===== src/rtl/avs_pkg.sv =====
// ----------------------------------------------------------------------------
// avs_pkg
// Shared types and constants of the voltmeter display scan driver.
// ----------------------------------------------------------------------------
package avs_pkg;

  // Converter and display geometry
  localparam int SAMPLE_BITS_DEF = 10;
  localparam int FS_W            = 14;
  localparam int NUM_DIGITS      = 4;
  localparam int QUEUE_DEPTH     = 2;
  localparam int DIGIT_IDX_W     = 2;

  localparam logic [FS_W-1:0] FS_RESET    = 14'd5000;
  localparam logic [FS_W-1:0] DISPLAY_MAX = 14'd9999;

  localparam logic [7:0] DP_MASK   = 8'h80;
  localparam logic [3:0] ALL_BLANK = 4'hF;

  // Request kinds carried through the queue
  typedef enum logic [0:0] {
    OP_SAMPLE = 1'b0,
    OP_TICK   = 1'b1
  } op_e;

  typedef logic [3:0] bcd_t;
  typedef bcd_t [NUM_DIGITS-1:0] digits_t;

endpackage


===== src/rtl/avs_if.sv =====
// ----------------------------------------------------------------------------
// avs_in_if / avs_out_if
// Valid/ready channels for incoming requests and outgoing display results.
// ----------------------------------------------------------------------------
interface avs_in_if #(
  parameter int SAMPLE_BITS = 10
);
  logic                   valid;
  logic                   ready;
  logic                   cmd;
  logic [SAMPLE_BITS-1:0] sample;

  modport source (output valid, output cmd, output sample, input ready);
  modport sink   (input valid, input cmd, input sample, output ready);
endinterface

interface avs_out_if;
  logic       valid;
  logic       ready;
  logic       serial_data;
  logic       shift_pulse;
  logic       latch_pulse;
  logic [3:0] digit_enables;
  logic       last;

  modport source (output valid, output serial_data, output shift_pulse,
                  output latch_pulse, output digit_enables, output last,
                  input ready);
  modport sink   (input valid, input serial_data, input shift_pulse,
                  input latch_pulse, input digit_enables, input last,
                  output ready);
endinterface


===== src/rtl/avs_fifo.sv =====
// ----------------------------------------------------------------------------
// avs_fifo
// Short register queue between the request front end and the executer.
// ----------------------------------------------------------------------------
module avs_fifo #(
  parameter int WIDTH = 11,
  parameter int DEPTH = 2
) (
  input  logic             clk_i,
  input  logic             rst_ni,
  input  logic             push_i,
  input  logic [WIDTH-1:0] push_data_i,
  output logic             full_o,
  input  logic             pop_i,
  output logic             valid_o,
  output logic [WIDTH-1:0] data_o
);

  localparam int PTR_W = (DEPTH > 1) ? $clog2(DEPTH) : 1;
  localparam int CNT_W = $clog2(DEPTH + 1);

  logic [WIDTH-1:0] mem_q [DEPTH];
  logic [PTR_W-1:0] wr_ptr_q, wr_ptr_d;
  logic [PTR_W-1:0] rd_ptr_q, rd_ptr_d;
  logic [CNT_W-1:0] cnt_q, cnt_d;
  logic             do_push, do_pop;

  assign full_o  = (cnt_q == CNT_W'(DEPTH));
  assign valid_o = (cnt_q != '0);
  assign data_o  = mem_q[rd_ptr_q];
  assign do_push = push_i && !full_o;
  assign do_pop  = pop_i && valid_o;

  // Advance pointers with wrap, track fill level
  always_comb begin
    wr_ptr_d = wr_ptr_q;
    rd_ptr_d = rd_ptr_q;
    cnt_d    = cnt_q;
    if (do_push) begin
      wr_ptr_d = (wr_ptr_q == PTR_W'(DEPTH - 1)) ? '0 : wr_ptr_q + 1'b1;
    end
    if (do_pop) begin
      rd_ptr_d = (rd_ptr_q == PTR_W'(DEPTH - 1)) ? '0 : rd_ptr_q + 1'b1;
    end
    if (do_push && !do_pop) begin
      cnt_d = cnt_q + 1'b1;
    end else if (!do_push && do_pop) begin
      cnt_d = cnt_q - 1'b1;
    end
  end

  always_ff @(posedge clk_i or negedge rst_ni) begin
    if (!rst_ni) begin
      wr_ptr_q <= '0;
      rd_ptr_q <= '0;
      cnt_q    <= '0;
    end else begin
      wr_ptr_q <= wr_ptr_d;
      rd_ptr_q <= rd_ptr_d;
      cnt_q    <= cnt_d;
    end
  end

  // Store entries
  always_ff @(posedge clk_i) begin
    if (do_push) begin
      mem_q[wr_ptr_q] <= push_data_i;
    end
  end

endmodule


===== src/rtl/avs_front.sv =====
// ----------------------------------------------------------------------------
// avs_front
// Accepts requests, classifies them and pushes them into the queue.
// ----------------------------------------------------------------------------
module avs_front #(
  parameter int SAMPLE_BITS = avs_pkg::SAMPLE_BITS_DEF
) (
  avs_in_if.sink           in_i,
  input  logic             full_i,
  output logic             push_o,
  output logic [SAMPLE_BITS:0] push_data_o
);
  import avs_pkg::*;

  op_e                    op;
  logic [SAMPLE_BITS-1:0] sample;

  // Take a request whenever the queue has room
  assign in_i.ready = !full_i;
  assign push_o     = in_i.valid && !full_i;

  // Classify: a tick carries no sample, a sample keeps its code
  always_comb begin
    if (in_i.cmd) begin
      op     = OP_TICK;
      sample = '0;
    end else begin
      op     = OP_SAMPLE;
      sample = in_i.sample;
    end
  end

  assign push_data_o = {op, sample};

endmodule


===== src/rtl/avs_scale.sv =====
// ----------------------------------------------------------------------------
// avs_scale
// Scales a sample to millivolts, saturates, and splits it into the digit
// store. Holds the full-scale register.
// ----------------------------------------------------------------------------
module avs_scale #(
  parameter int SAMPLE_BITS = avs_pkg::SAMPLE_BITS_DEF
) (
  input  logic                    clk_i,
  input  logic                    rst_ni,
  input  logic                    cfg_we_i,
  input  logic [avs_pkg::FS_W-1:0] cfg_wdata_i,
  input  logic                    start_i,
  input  logic [SAMPLE_BITS-1:0]  sample_i,
  output logic                    done_o,
  output avs_pkg::digits_t        digits_o
);
  import avs_pkg::*;

  localparam int PW = SAMPLE_BITS + FS_W;

  typedef enum logic [2:0] {
    S_IDLE = 3'b001,
    S_DIV  = 3'b010,
    S_DIG  = 3'b100
  } scale_state_e;

  scale_state_e           state_q, state_d;
  logic [FS_W-1:0]        fs_q;
  logic [PW-1:0]          r_q, r_d;
  logic [FS_W:0]          quo_q, quo_d;
  logic [FS_W-1:0]        val_q, val_d;
  logic [DIGIT_IDX_W-1:0] idx_q, idx_d;
  digits_t                dig_q, dig_d;
  logic                   done_q, done_d;

  logic [FS_W-1:0]        hi;
  logic [SAMPLE_BITS-1:0] lo;
  logic [FS_W:0]          quo_fin;
  logic [3:0]             dgt;
  logic [FS_W-1:0]        sub;
  logic [FS_W-1:0]        thr;
  logic [FS_W-1:0]        rem;

  // k times the decimal place selected by idx
  function automatic logic [FS_W-1:0] place_mult(input logic [DIGIT_IDX_W-1:0] idx,
                                                 input int unsigned k);
    int unsigned p;
    case (idx)
      2'd0:    p = 1000;
      2'd1:    p = 100;
      default: p = 10;
    endcase
    return FS_W'(k * p);
  endfunction

  assign hi       = r_q[PW-1:SAMPLE_BITS];
  assign lo       = r_q[SAMPLE_BITS-1:0];
  assign quo_fin  = quo_q + {{FS_W{1'b0}}, (lo == {SAMPLE_BITS{1'b1}})};
  assign done_o   = done_q;
  assign digits_o = dig_q;

  // Pick the digit at the current place by parallel compares
  always_comb begin
    dgt = '0;
    sub = '0;
    thr = '0;
    for (int unsigned k = 1; k <= 9; k++) begin
      thr = place_mult(idx_q, k);
      if (val_q >= thr) begin
        dgt = 4'(k);
        sub = thr;
      end
    end
    rem = val_q - sub;
  end

  // Multiply, fold the division by the all-ones code, then peel digits
  always_comb begin
    state_d = state_q;
    r_d     = r_q;
    quo_d   = quo_q;
    val_d   = val_q;
    idx_d   = idx_q;
    dig_d   = dig_q;
    done_d  = 1'b0;
    case (state_q)
      S_IDLE: begin
        if (start_i) begin
          r_d     = PW'(sample_i) * PW'(fs_q);
          quo_d   = '0;
          state_d = S_DIV;
        end
      end
      S_DIV: begin
        if (hi != '0) begin
          quo_d = quo_q + {1'b0, hi};
          r_d   = PW'(hi) + PW'(lo);
        end else begin
          val_d   = (quo_fin > {1'b0, DISPLAY_MAX}) ? DISPLAY_MAX : quo_fin[FS_W-1:0];
          idx_d   = '0;
          state_d = S_DIG;
        end
      end
      S_DIG: begin
        dig_d[idx_q] = dgt;
        val_d        = rem;
        idx_d        = idx_q + 1'b1;
        if (idx_q == DIGIT_IDX_W'(NUM_DIGITS - 2)) begin
          dig_d[NUM_DIGITS-1] = rem[3:0];
          done_d              = 1'b1;
          state_d             = S_IDLE;
        end
      end
      default: begin
        state_d = S_IDLE;
      end
    endcase
  end

  always_ff @(posedge clk_i or negedge rst_ni) begin
    if (!rst_ni) begin
      state_q <= S_IDLE;
      fs_q    <= FS_RESET;
      dig_q   <= '0;
      done_q  <= 1'b0;
      idx_q   <= '0;
    end else begin
      state_q <= state_d;
      dig_q   <= dig_d;
      done_q  <= done_d;
      idx_q   <= idx_d;
      if (cfg_we_i) begin
        fs_q <= cfg_wdata_i;
      end
    end
  end

  // Hold the working values
  always_ff @(posedge clk_i) begin
    r_q   <= r_d;
    quo_q <= quo_d;
    val_q <= val_d;
  end

endmodule


===== src/rtl/avs_back.sv =====
// ----------------------------------------------------------------------------
// avs_back
// Executes queued requests: starts scaling for samples and streams the
// nine shift and latch results of a scan tick through an output register.
// ----------------------------------------------------------------------------
module avs_back #(
  parameter int SAMPLE_BITS = avs_pkg::SAMPLE_BITS_DEF
) (
  input  logic                   clk_i,
  input  logic                   rst_ni,
  input  logic                   q_valid_i,
  input  logic [SAMPLE_BITS:0]   q_data_i,
  output logic                   q_pop_o,
  output logic                   scale_start_o,
  output logic [SAMPLE_BITS-1:0] scale_sample_o,
  input  logic                   scale_done_i,
  input  avs_pkg::digits_t       digits_i,
  avs_out_if.source              out_o
);
  import avs_pkg::*;

  localparam logic [3:0] LAST_CNT = 4'd8;

  typedef enum logic [2:0] {
    B_IDLE  = 3'b001,
    B_SCALE = 3'b010,
    B_SHIFT = 3'b100
  } back_state_e;

  back_state_e state_q, state_d;
  logic [2:0]  scan_q, scan_d;
  logic [7:0]  seg_q, seg_d;
  logic [3:0]  en_q, en_d;
  logic [3:0]  cnt_q, cnt_d;

  logic        ovalid_q, ovalid_d;
  logic        osd_q, osd_d;
  logic        osh_q, osh_d;
  logic        ola_q, ola_d;
  logic [3:0]  oen_q, oen_d;
  logic        olast_q, olast_d;

  op_e                    op;
  logic                   out_free;
  logic                   take;
  logic [2:0]             pos_next;
  logic [1:0]             sel;
  logic [7:0]             seg_new;

  // Common-cathode segment pattern for one BCD digit
  function automatic logic [7:0] seg_of(input bcd_t d);
    logic [7:0] s;
    case (d)
      4'd0:    s = 8'h3F;
      4'd1:    s = 8'h06;
      4'd2:    s = 8'h5B;
      4'd3:    s = 8'h4F;
      4'd4:    s = 8'h66;
      4'd5:    s = 8'h6D;
      4'd6:    s = 8'h7D;
      4'd7:    s = 8'h07;
      4'd8:    s = 8'h7F;
      4'd9:    s = 8'h6F;
      default: s = 8'h00;
    endcase
    return s;
  endfunction

  assign op             = op_e'(q_data_i[SAMPLE_BITS]);
  assign scale_sample_o = q_data_i[SAMPLE_BITS-1:0];
  assign out_free       = !ovalid_q || out_o.ready;

  // Next scan position and its segment byte
  assign pos_next = (scan_q >= 3'd4) ? 3'd1 : scan_q + 3'd1;
  assign sel      = pos_next[1:0] - 2'd1;
  assign seg_new  = seg_of(digits_i[sel]) | ((pos_next == 3'd1) ? DP_MASK : 8'h00);

  // Take the next request when idle or while the final result is loaded
  assign take = q_valid_i &&
                ((state_q == B_IDLE) ||
                 ((state_q == B_SHIFT) && out_free && (cnt_q == LAST_CNT)));
  assign q_pop_o       = take;
  assign scale_start_o = take && (op == OP_SAMPLE);

  always_comb begin
    state_d  = state_q;
    scan_d   = scan_q;
    seg_d    = seg_q;
    en_d     = en_q;
    cnt_d    = cnt_q;
    ovalid_d = ovalid_q && !out_o.ready;
    osd_d    = osd_q;
    osh_d    = osh_q;
    ola_d    = ola_q;
    oen_d    = oen_q;
    olast_d  = olast_q;

    case (state_q)
      B_IDLE: begin
      end
      B_SCALE: begin
        if (scale_done_i) begin
          state_d = B_IDLE;
        end
      end
      B_SHIFT: begin
        if (out_free) begin
          ovalid_d = 1'b1;
          if (cnt_q == LAST_CNT) begin
            osd_d   = 1'b0;
            osh_d   = 1'b0;
            ola_d   = 1'b1;
            oen_d   = en_q;
            olast_d = 1'b1;
            state_d = B_IDLE;
          end else begin
            osd_d   = seg_q[7];
            osh_d   = 1'b1;
            ola_d   = 1'b0;
            oen_d   = ALL_BLANK;
            olast_d = 1'b0;
            seg_d   = {seg_q[6:0], 1'b0};
            cnt_d   = cnt_q + 4'd1;
          end
        end
      end
      default: begin
        state_d = B_IDLE;
      end
    endcase

    // Dispatch a newly popped request
    if (take) begin
      if (op == OP_SAMPLE) begin
        state_d = B_SCALE;
      end else begin
        state_d = B_SHIFT;
        scan_d  = pos_next;
        seg_d   = seg_new;
        en_d    = ALL_BLANK & ~(4'd1 << sel);
        cnt_d   = '0;
      end
    end
  end

  always_ff @(posedge clk_i or negedge rst_ni) begin
    if (!rst_ni) begin
      state_q  <= B_IDLE;
      scan_q   <= '0;
      cnt_q    <= '0;
      ovalid_q <= 1'b0;
    end else begin
      state_q  <= state_d;
      scan_q   <= scan_d;
      cnt_q    <= cnt_d;
      ovalid_q <= ovalid_d;
    end
  end

  // Hold segment byte, enable pattern and the result register
  always_ff @(posedge clk_i) begin
    seg_q   <= seg_d;
    en_q    <= en_d;
    osd_q   <= osd_d;
    osh_q   <= osh_d;
    ola_q   <= ola_d;
    oen_q   <= oen_d;
    olast_q <= olast_d;
  end

  assign out_o.valid         = ovalid_q;
  assign out_o.serial_data   = osd_q;
  assign out_o.shift_pulse   = osh_q;
  assign out_o.latch_pulse   = ola_q;
  assign out_o.digit_enables = oen_q;
  assign out_o.last          = olast_q;

endmodule


===== src/rtl/adc_voltmeter_7seg_scan_driver.sv =====
// A tick's first result leaves the output register once the sequencer is in
// its shift state; its nine results follow one per cycle while the output is
// ready. The next request is taken while a tick's final result is loaded. A
// sample goes through a multiply step, fold steps, digit steps and a hand-back
// step before the next request is taken. Reset: asynchronous; digits zero,
// full scale 5000, scan position zero.
// ----------------------------------------------------------------------------
// adc_voltmeter_7seg_scan_driver
// Converter sample to four-digit display, with shift-register scan output.
// ----------------------------------------------------------------------------
module adc_voltmeter_7seg_scan_driver #(
  parameter int SAMPLE_BITS = avs_pkg::SAMPLE_BITS_DEF
) (
  input  logic                     clk_i,
  input  logic                     rst_ni,
  input  logic                     cfg_we_i,
  input  logic [avs_pkg::FS_W-1:0] cfg_wdata_i,
  avs_in_if.sink                   in_i,
  avs_out_if.source                out_o
);
  import avs_pkg::*;

  logic                   push;
  logic [SAMPLE_BITS:0]   push_data;
  logic                   full;
  logic                   pop;
  logic                   q_valid;
  logic [SAMPLE_BITS:0]   q_data;
  logic                   scale_start;
  logic [SAMPLE_BITS-1:0] scale_sample;
  logic                   scale_done;
  digits_t                digits;

  avs_front #(.SAMPLE_BITS(SAMPLE_BITS)) u_front (
    .in_i        (in_i),
    .full_i      (full),
    .push_o      (push),
    .push_data_o (push_data)
  );

  avs_fifo #(.WIDTH(SAMPLE_BITS + 1), .DEPTH(QUEUE_DEPTH)) u_fifo (
    .clk_i       (clk_i),
    .rst_ni      (rst_ni),
    .push_i      (push),
    .push_data_i (push_data),
    .full_o      (full),
    .pop_i       (pop),
    .valid_o     (q_valid),
    .data_o      (q_data)
  );

  avs_scale #(.SAMPLE_BITS(SAMPLE_BITS)) u_scale (
    .clk_i       (clk_i),
    .rst_ni      (rst_ni),
    .cfg_we_i    (cfg_we_i),
    .cfg_wdata_i (cfg_wdata_i),
    .start_i     (scale_start),
    .sample_i    (scale_sample),
    .done_o      (scale_done),
    .digits_o    (digits)
  );

  avs_back #(.SAMPLE_BITS(SAMPLE_BITS)) u_back (
    .clk_i          (clk_i),
    .rst_ni         (rst_ni),
    .q_valid_i      (q_valid),
    .q_data_i       (q_data),
    .q_pop_o        (pop),
    .scale_start_o  (scale_start),
    .scale_sample_o (scale_sample),
    .scale_done_i   (scale_done),
    .digits_i       (digits),
    .out_o          (out_o)
  );

endmodule

===== src/flat_wrapper.sv =====
// flat-port wrapper written by rule: the top's interface ports become plain ports
module adc_voltmeter_7seg_scan_driver_flat import avs_pkg::*;
#(
  parameter int SAMPLE_BITS = avs_pkg::SAMPLE_BITS_DEF
)
  (clk_i, rst_ni, cfg_we_i, cfg_wdata_i, in_i_valid, in_i_cmd, in_i_sample, in_i_ready, out_o_valid, out_o_serial_data, out_o_shift_pulse, out_o_latch_pulse, out_o_digit_enables, out_o_last, out_o_ready);
  avs_in_if #(.SAMPLE_BITS(SAMPLE_BITS)) in_i_i ();
  avs_out_if out_o_i ();
  input  logic clk_i;
  input  logic rst_ni;
  input  logic cfg_we_i;
  input  logic [avs_pkg::FS_W-1:0] cfg_wdata_i;
  input wire logic [$bits(in_i_i.valid)-1:0] in_i_valid;
  input wire logic [$bits(in_i_i.cmd)-1:0] in_i_cmd;
  input wire logic [$bits(in_i_i.sample)-1:0] in_i_sample;
  output wire logic [$bits(in_i_i.ready)-1:0] in_i_ready;
  output wire logic [$bits(out_o_i.valid)-1:0] out_o_valid;
  output wire logic [$bits(out_o_i.serial_data)-1:0] out_o_serial_data;
  output wire logic [$bits(out_o_i.shift_pulse)-1:0] out_o_shift_pulse;
  output wire logic [$bits(out_o_i.latch_pulse)-1:0] out_o_latch_pulse;
  output wire logic [$bits(out_o_i.digit_enables)-1:0] out_o_digit_enables;
  output wire logic [$bits(out_o_i.last)-1:0] out_o_last;
  input wire logic [$bits(out_o_i.ready)-1:0] out_o_ready;
  assign in_i_i.valid = in_i_valid;
  assign in_i_i.cmd = in_i_cmd;
  assign in_i_i.sample = in_i_sample;
  assign in_i_ready = in_i_i.ready;
  assign out_o_valid = out_o_i.valid;
  assign out_o_serial_data = out_o_i.serial_data;
  assign out_o_shift_pulse = out_o_i.shift_pulse;
  assign out_o_latch_pulse = out_o_i.latch_pulse;
  assign out_o_digit_enables = out_o_i.digit_enables;
  assign out_o_last = out_o_i.last;
  assign out_o_i.ready = out_o_ready;
  adc_voltmeter_7seg_scan_driver #(.SAMPLE_BITS(SAMPLE_BITS)) u_core (.clk_i(clk_i), .rst_ni(rst_ni), .cfg_we_i(cfg_we_i), .cfg_wdata_i(cfg_wdata_i), .in_i(in_i_i), .out_o(out_o_i));
endmodule

===== config.mk =====
export PLATFORM = sky130hd
export DESIGN_NAME = adc_voltmeter_7seg_scan_driver_flat
export DESIGN_NICKNAME = d
export VERILOG_FILES = /design/src/rtl/avs_pkg.sv /design/src/rtl/avs_if.sv /design/src/rtl/avs_fifo.sv /design/src/rtl/avs_front.sv /design/src/rtl/avs_scale.sv /design/src/rtl/avs_back.sv /design/src/rtl/adc_voltmeter_7seg_scan_driver.sv /design/src/flat_wrapper.sv
export SDC_FILE = /design/constraint.sdc
export NUM_CORES = 1
export LEC_CHECK = 0
export BUFFER_PORTS_ARGS = -buffer_cell sky130_fd_sc_hd__buf_2
export CAP_MARGIN = 20
export CORE_MARGIN = 4
export CORE_UTILIZATION = 55
export CTS_BUF_LIST = sky130_fd_sc_hd__clkbuf_4 sky130_fd_sc_hd__clkbuf_8 sky130_fd_sc_hd__clkbuf_16
export CTS_CLUSTER_SIZE = 14
export DETAILED_ROUTE_END_ITERATION = 7
export GPL_TIMING_DRIVEN = 0
export PLACE_DENSITY = 0.72
export SETUP_SLACK_MARGIN = 0.3
export SLEW_MARGIN = 40
export SYNTH_ARGS = -nofsm -noshare
export SYNTH_HDL_FRONTEND = slang
export SYNTH_SLANG_ARGS = --single-unit

===== constraint.sdc =====
create_clock -name clk_i -period 8.5 [get_ports clk_i]
set_input_delay 0 -clock clk_i [delete_from_list [all_inputs] [get_ports clk_i]]
set_output_delay 0 -clock clk_i [all_outputs]
set_load 0.02 [all_outputs]

==> results.toml <==
[cells_and_area]
multiInputGateArea_um2 = 10000
areaGrowthSynthToFinish_pct = 10.8
drive_gt1_share_pct = 9.37
nets = 1990
n_fill_cell = 2160
postLayoutCoreUtil_pct = 62.6
regArea_um2 = 4030
n_antenna_cell = 0
fin_area_um2 = 16500
stdcell_count = 2043

[cts]
cts_buffers = 17
clkLatencyLatePin_ns = 0.43
cts_tree = "built"
post_cts_resized = 0
postCtsSetupBuffers = 0
clockBufferDepth = 2
numClockSinks = 145
htree_levels = 4
ctsRootBufferMaster = "clkbuf_16"
cts.clk_slew.worst_paths_ns = 0.07

[global_route]
grt_use_total_pct = 24.8
antenna_found_initial = 0
grt_max_degree = 52
grt_pass1_wl_um = 59500
grt_pass1_vias = 11856
grt_overflow = 0

[synthesis]
syn_nets = 1897
ys_warn_count = 0
synth_ff_type = "edfxtp_1"
ys_seq_elements = 145
synth_cells = 1602
synth_edf_count = 86
synthesis.area_um2 = 14900
seq_area_frac_synth_pct = 27.1
avgSynthCellArea_um2 = 9.29
ys_types = 93
async_flop_share_pct = 35.2

[worst_setup_path]
cp.required_ns = 8.65
path_common_cell = "ha_1"
critPathCaptureType = "flop"
startpoint_type = "flop"
critPathSlowestCell = "dfrtp_1"
arrival_ns = 7.14
slowest_delay_ns = 0.66
r2r_cells = 22
critical_path_class = "reg -> reg"
cp_max_fo = 16
path_cells = "inv_1 > ha_1 > clkbuf_1 > inv_1 > ha_1 > and4bb_2 > a221oi_1 > o2111a_1 > o211ai_2 > nor2_1 > a221oi_1 > o311ai_0 > a32oi_1 > ha_1 > o211ai_1 > a21boi_0 > a311oi_1 > nor3_1 > a31oi_1 > o21ai_0 > xnor2_1 > o21ai_0"

[placed_design]
port_buffers = 39
placed_area_um2 = 15600
dpl.hpwl_um = 27300
dp.cells = 1979
gp_congestion = 0.942

[die]
core_um2 = 26400
io_pins = 40
row_count = 59
dieArea_um2 = 29800
die_height_um = 172
die_w_um = 172
start_util_pct = 56.5

[timing]
layout_worst_path_cycle_share_pct = 82.2
skew_ns = 0.0114
relSlewSlack_pct = 46.8
rsz0062_at_grt = "false"
slew_violations = 0
finalSetupViolCount = 0
fmax_ghz = 0.143
tns_ns = 0
fin_crit_ns = 6.98
worstMarginPinSlew_ns = 0.798
hold_viol = 0

[flow_run]
cap_violations = 0

[routing]
wl_um = 35700
routedWlPerCell_um = 17.5
drc = 0
ant_nets = 0
drt_iter0_markers = 953
vias_per_cell = 5.87
first_pass_iters = 5
vias = 12001

[run_status]
outcome = "finished clean"

[worst_hold_path]
worst_hold_path_type = "in -> async"
## layer usage
| metal | vias up | share of wire, % | track usage, % |
|---|---|---|---|
| met1 | 5793 | 44 | 34.0 |
| met5 | - | 0 | 0 |
| met3 | 51 | 5.5 | 3.45 |
| met4 | 0 | 1.5 | 5.84 |
| met2 | 353 | 49 | 41.9 |
| li1 | 5804 | - | - |
## Yosys cell counts (39+ instances only)
| master | n | share of area (%) |
|---|---|---|
| o21ai_0 | 65 | 2.2 |
| clkbuf_1 | 44 | 1.1 |
| inv_1 | 165 | 4.2 |
| nor2_1 | 102 | 2.6 |
| fa_1 | 96 | 13 |
| a21oi_1 | 76 | 2.6 |
| and2_1 | 65 | 2.7 |
| ha_1 | 169 | 14 |
| nand2_1 | 180 | 4.5 |
| xnor2_1 | 39 | 2.3 |
| edfxtp_1 | 86 | 17 |
| dfrtp_1 | 44 | 7.4 |
## registers in the layout (all words and copies together), names as in the netlist, 3 cells and up
| register | cells |
|---|---|
| u_core.u_scale.r_q | 24 |
| u_core.u_fifo.mem_q | 22 |
| u_core.u_scale.digits_o | 16 |
| u_core.u_scale.quo_q | 15 |
| u_core.u_scale.fs_q | 14 |
| u_core.u_scale.val_q | 14 |
| u_core.u_back.seg_q | 8 |
| u_core.u_back.cnt_q | 4 |
| u_core.u_back.en_q | 4 |
| u_core.u_back.out_o.digit_enables | 4 |
| u_core.u_back.scan_q | 3 |
| u_core.u_back.state_q | 3 |
| u_core.u_scale.state_q | 3 |
## layout make-up
type	count	share of cell area (%)
sequential	145	24.4
tap	335	2.54
timing repair buffer	74	3.37
buffer	59	1.56
inverter	166	3.78
clock buffer	17	2.58
multi-input combinational	1232	60.7
clock inverter	15	1.11
## what timing repair did
action	CTS	global route
hold buffers	32	0
endpoints found under the hold margin	83	0
setup endpoints to repair	0	0
## cells in the final DEF (no fill, tap or decap), drive strengths merged, types with 29 or more instances in the layout
cell type	Yosys	layout
a21oi	77	77
and2	65	65
buf	15	57
clkbuf	44	61
dfrtp	44	44
dlygate4sd3	0	32
edfxtp	86	86
fa	96	96
ha	169	169
inv	166	173
mux2	29	29
nand2	181	181
nor2	104	104
o21ai	70	70
xnor2	39	39
## logic make-up after synthesis
logic type | Yosys count | share of synthesized area (%)
fa+ha+maj | 265 | 27.1
buf+inv | 225 | 5.91
simple gates | 514 | 17.0
xor+xnor | 66 | 3.88
mux | 39 | 2.89
compound gates | 348 | 16.1
flops | 145 | 27.1
## through the flow
| step | hold WS (ns) | setup WS [ns] |
|---|---|---|
| 2_1_floorplan | -0.296 | 2.34 |
| 3_3_place_gp | 0.196 | 1.67 |
| 3_5_place_dp | 0.0793 | 1.59 |
| 4_1_cts | 0.155 | 1.57 |
| 5_1_grt | 0.197 | 1.08 |
| 6_report | 0.141 | 1.52 |
## critical path, delay by kind of cell (launching register included)
family | cells | cell delay, ns
and+or+nand+nor | 3 | 0.86
adders and majority gates | 3 | 1.29
DFF | 1 | 0.66
xor gates and xnor gates | 1 | 0.14
buffers and inverters | 3 | 1.10
AOI/OAI and AO/OA | 12 | 2.66
## final timing paths
kind	start	end	slack, ns
setup / recovery	u_core.u_scale.idx_q[1]$_DFFE_PN0P_	u_core.u_scale.val_q[13]$_DFFE_PP_	1.52
hold / removal	rst_ni	u_core.u_fifo.cnt_q[0]$_DFFE_PN0P_	0.14
setup reg to reg	u_core.u_scale.idx_q[1]$_DFFE_PN0P_	u_core.u_scale.val_q[13]$_DFFE_PP_	1.52
hold reg to reg	u_core.u_scale.done_o$_DFF_PN0_	u_core.u_back.state_q[1]$_DFFE_PN0P_	0.44
max in group asynchronous	rst_ni	u_core.u_scale.fs_q[4]$_DFFE_PN0P_	7.88
min in group clk_i	cfg_we_i	u_core.u_scale.fs_q[5]$_DFFE_PN0P_	0.28
Power is left out: the tool's default activity adds up to more than one toggle a clock period on the data nets, which glitch-free logic cannot reach.
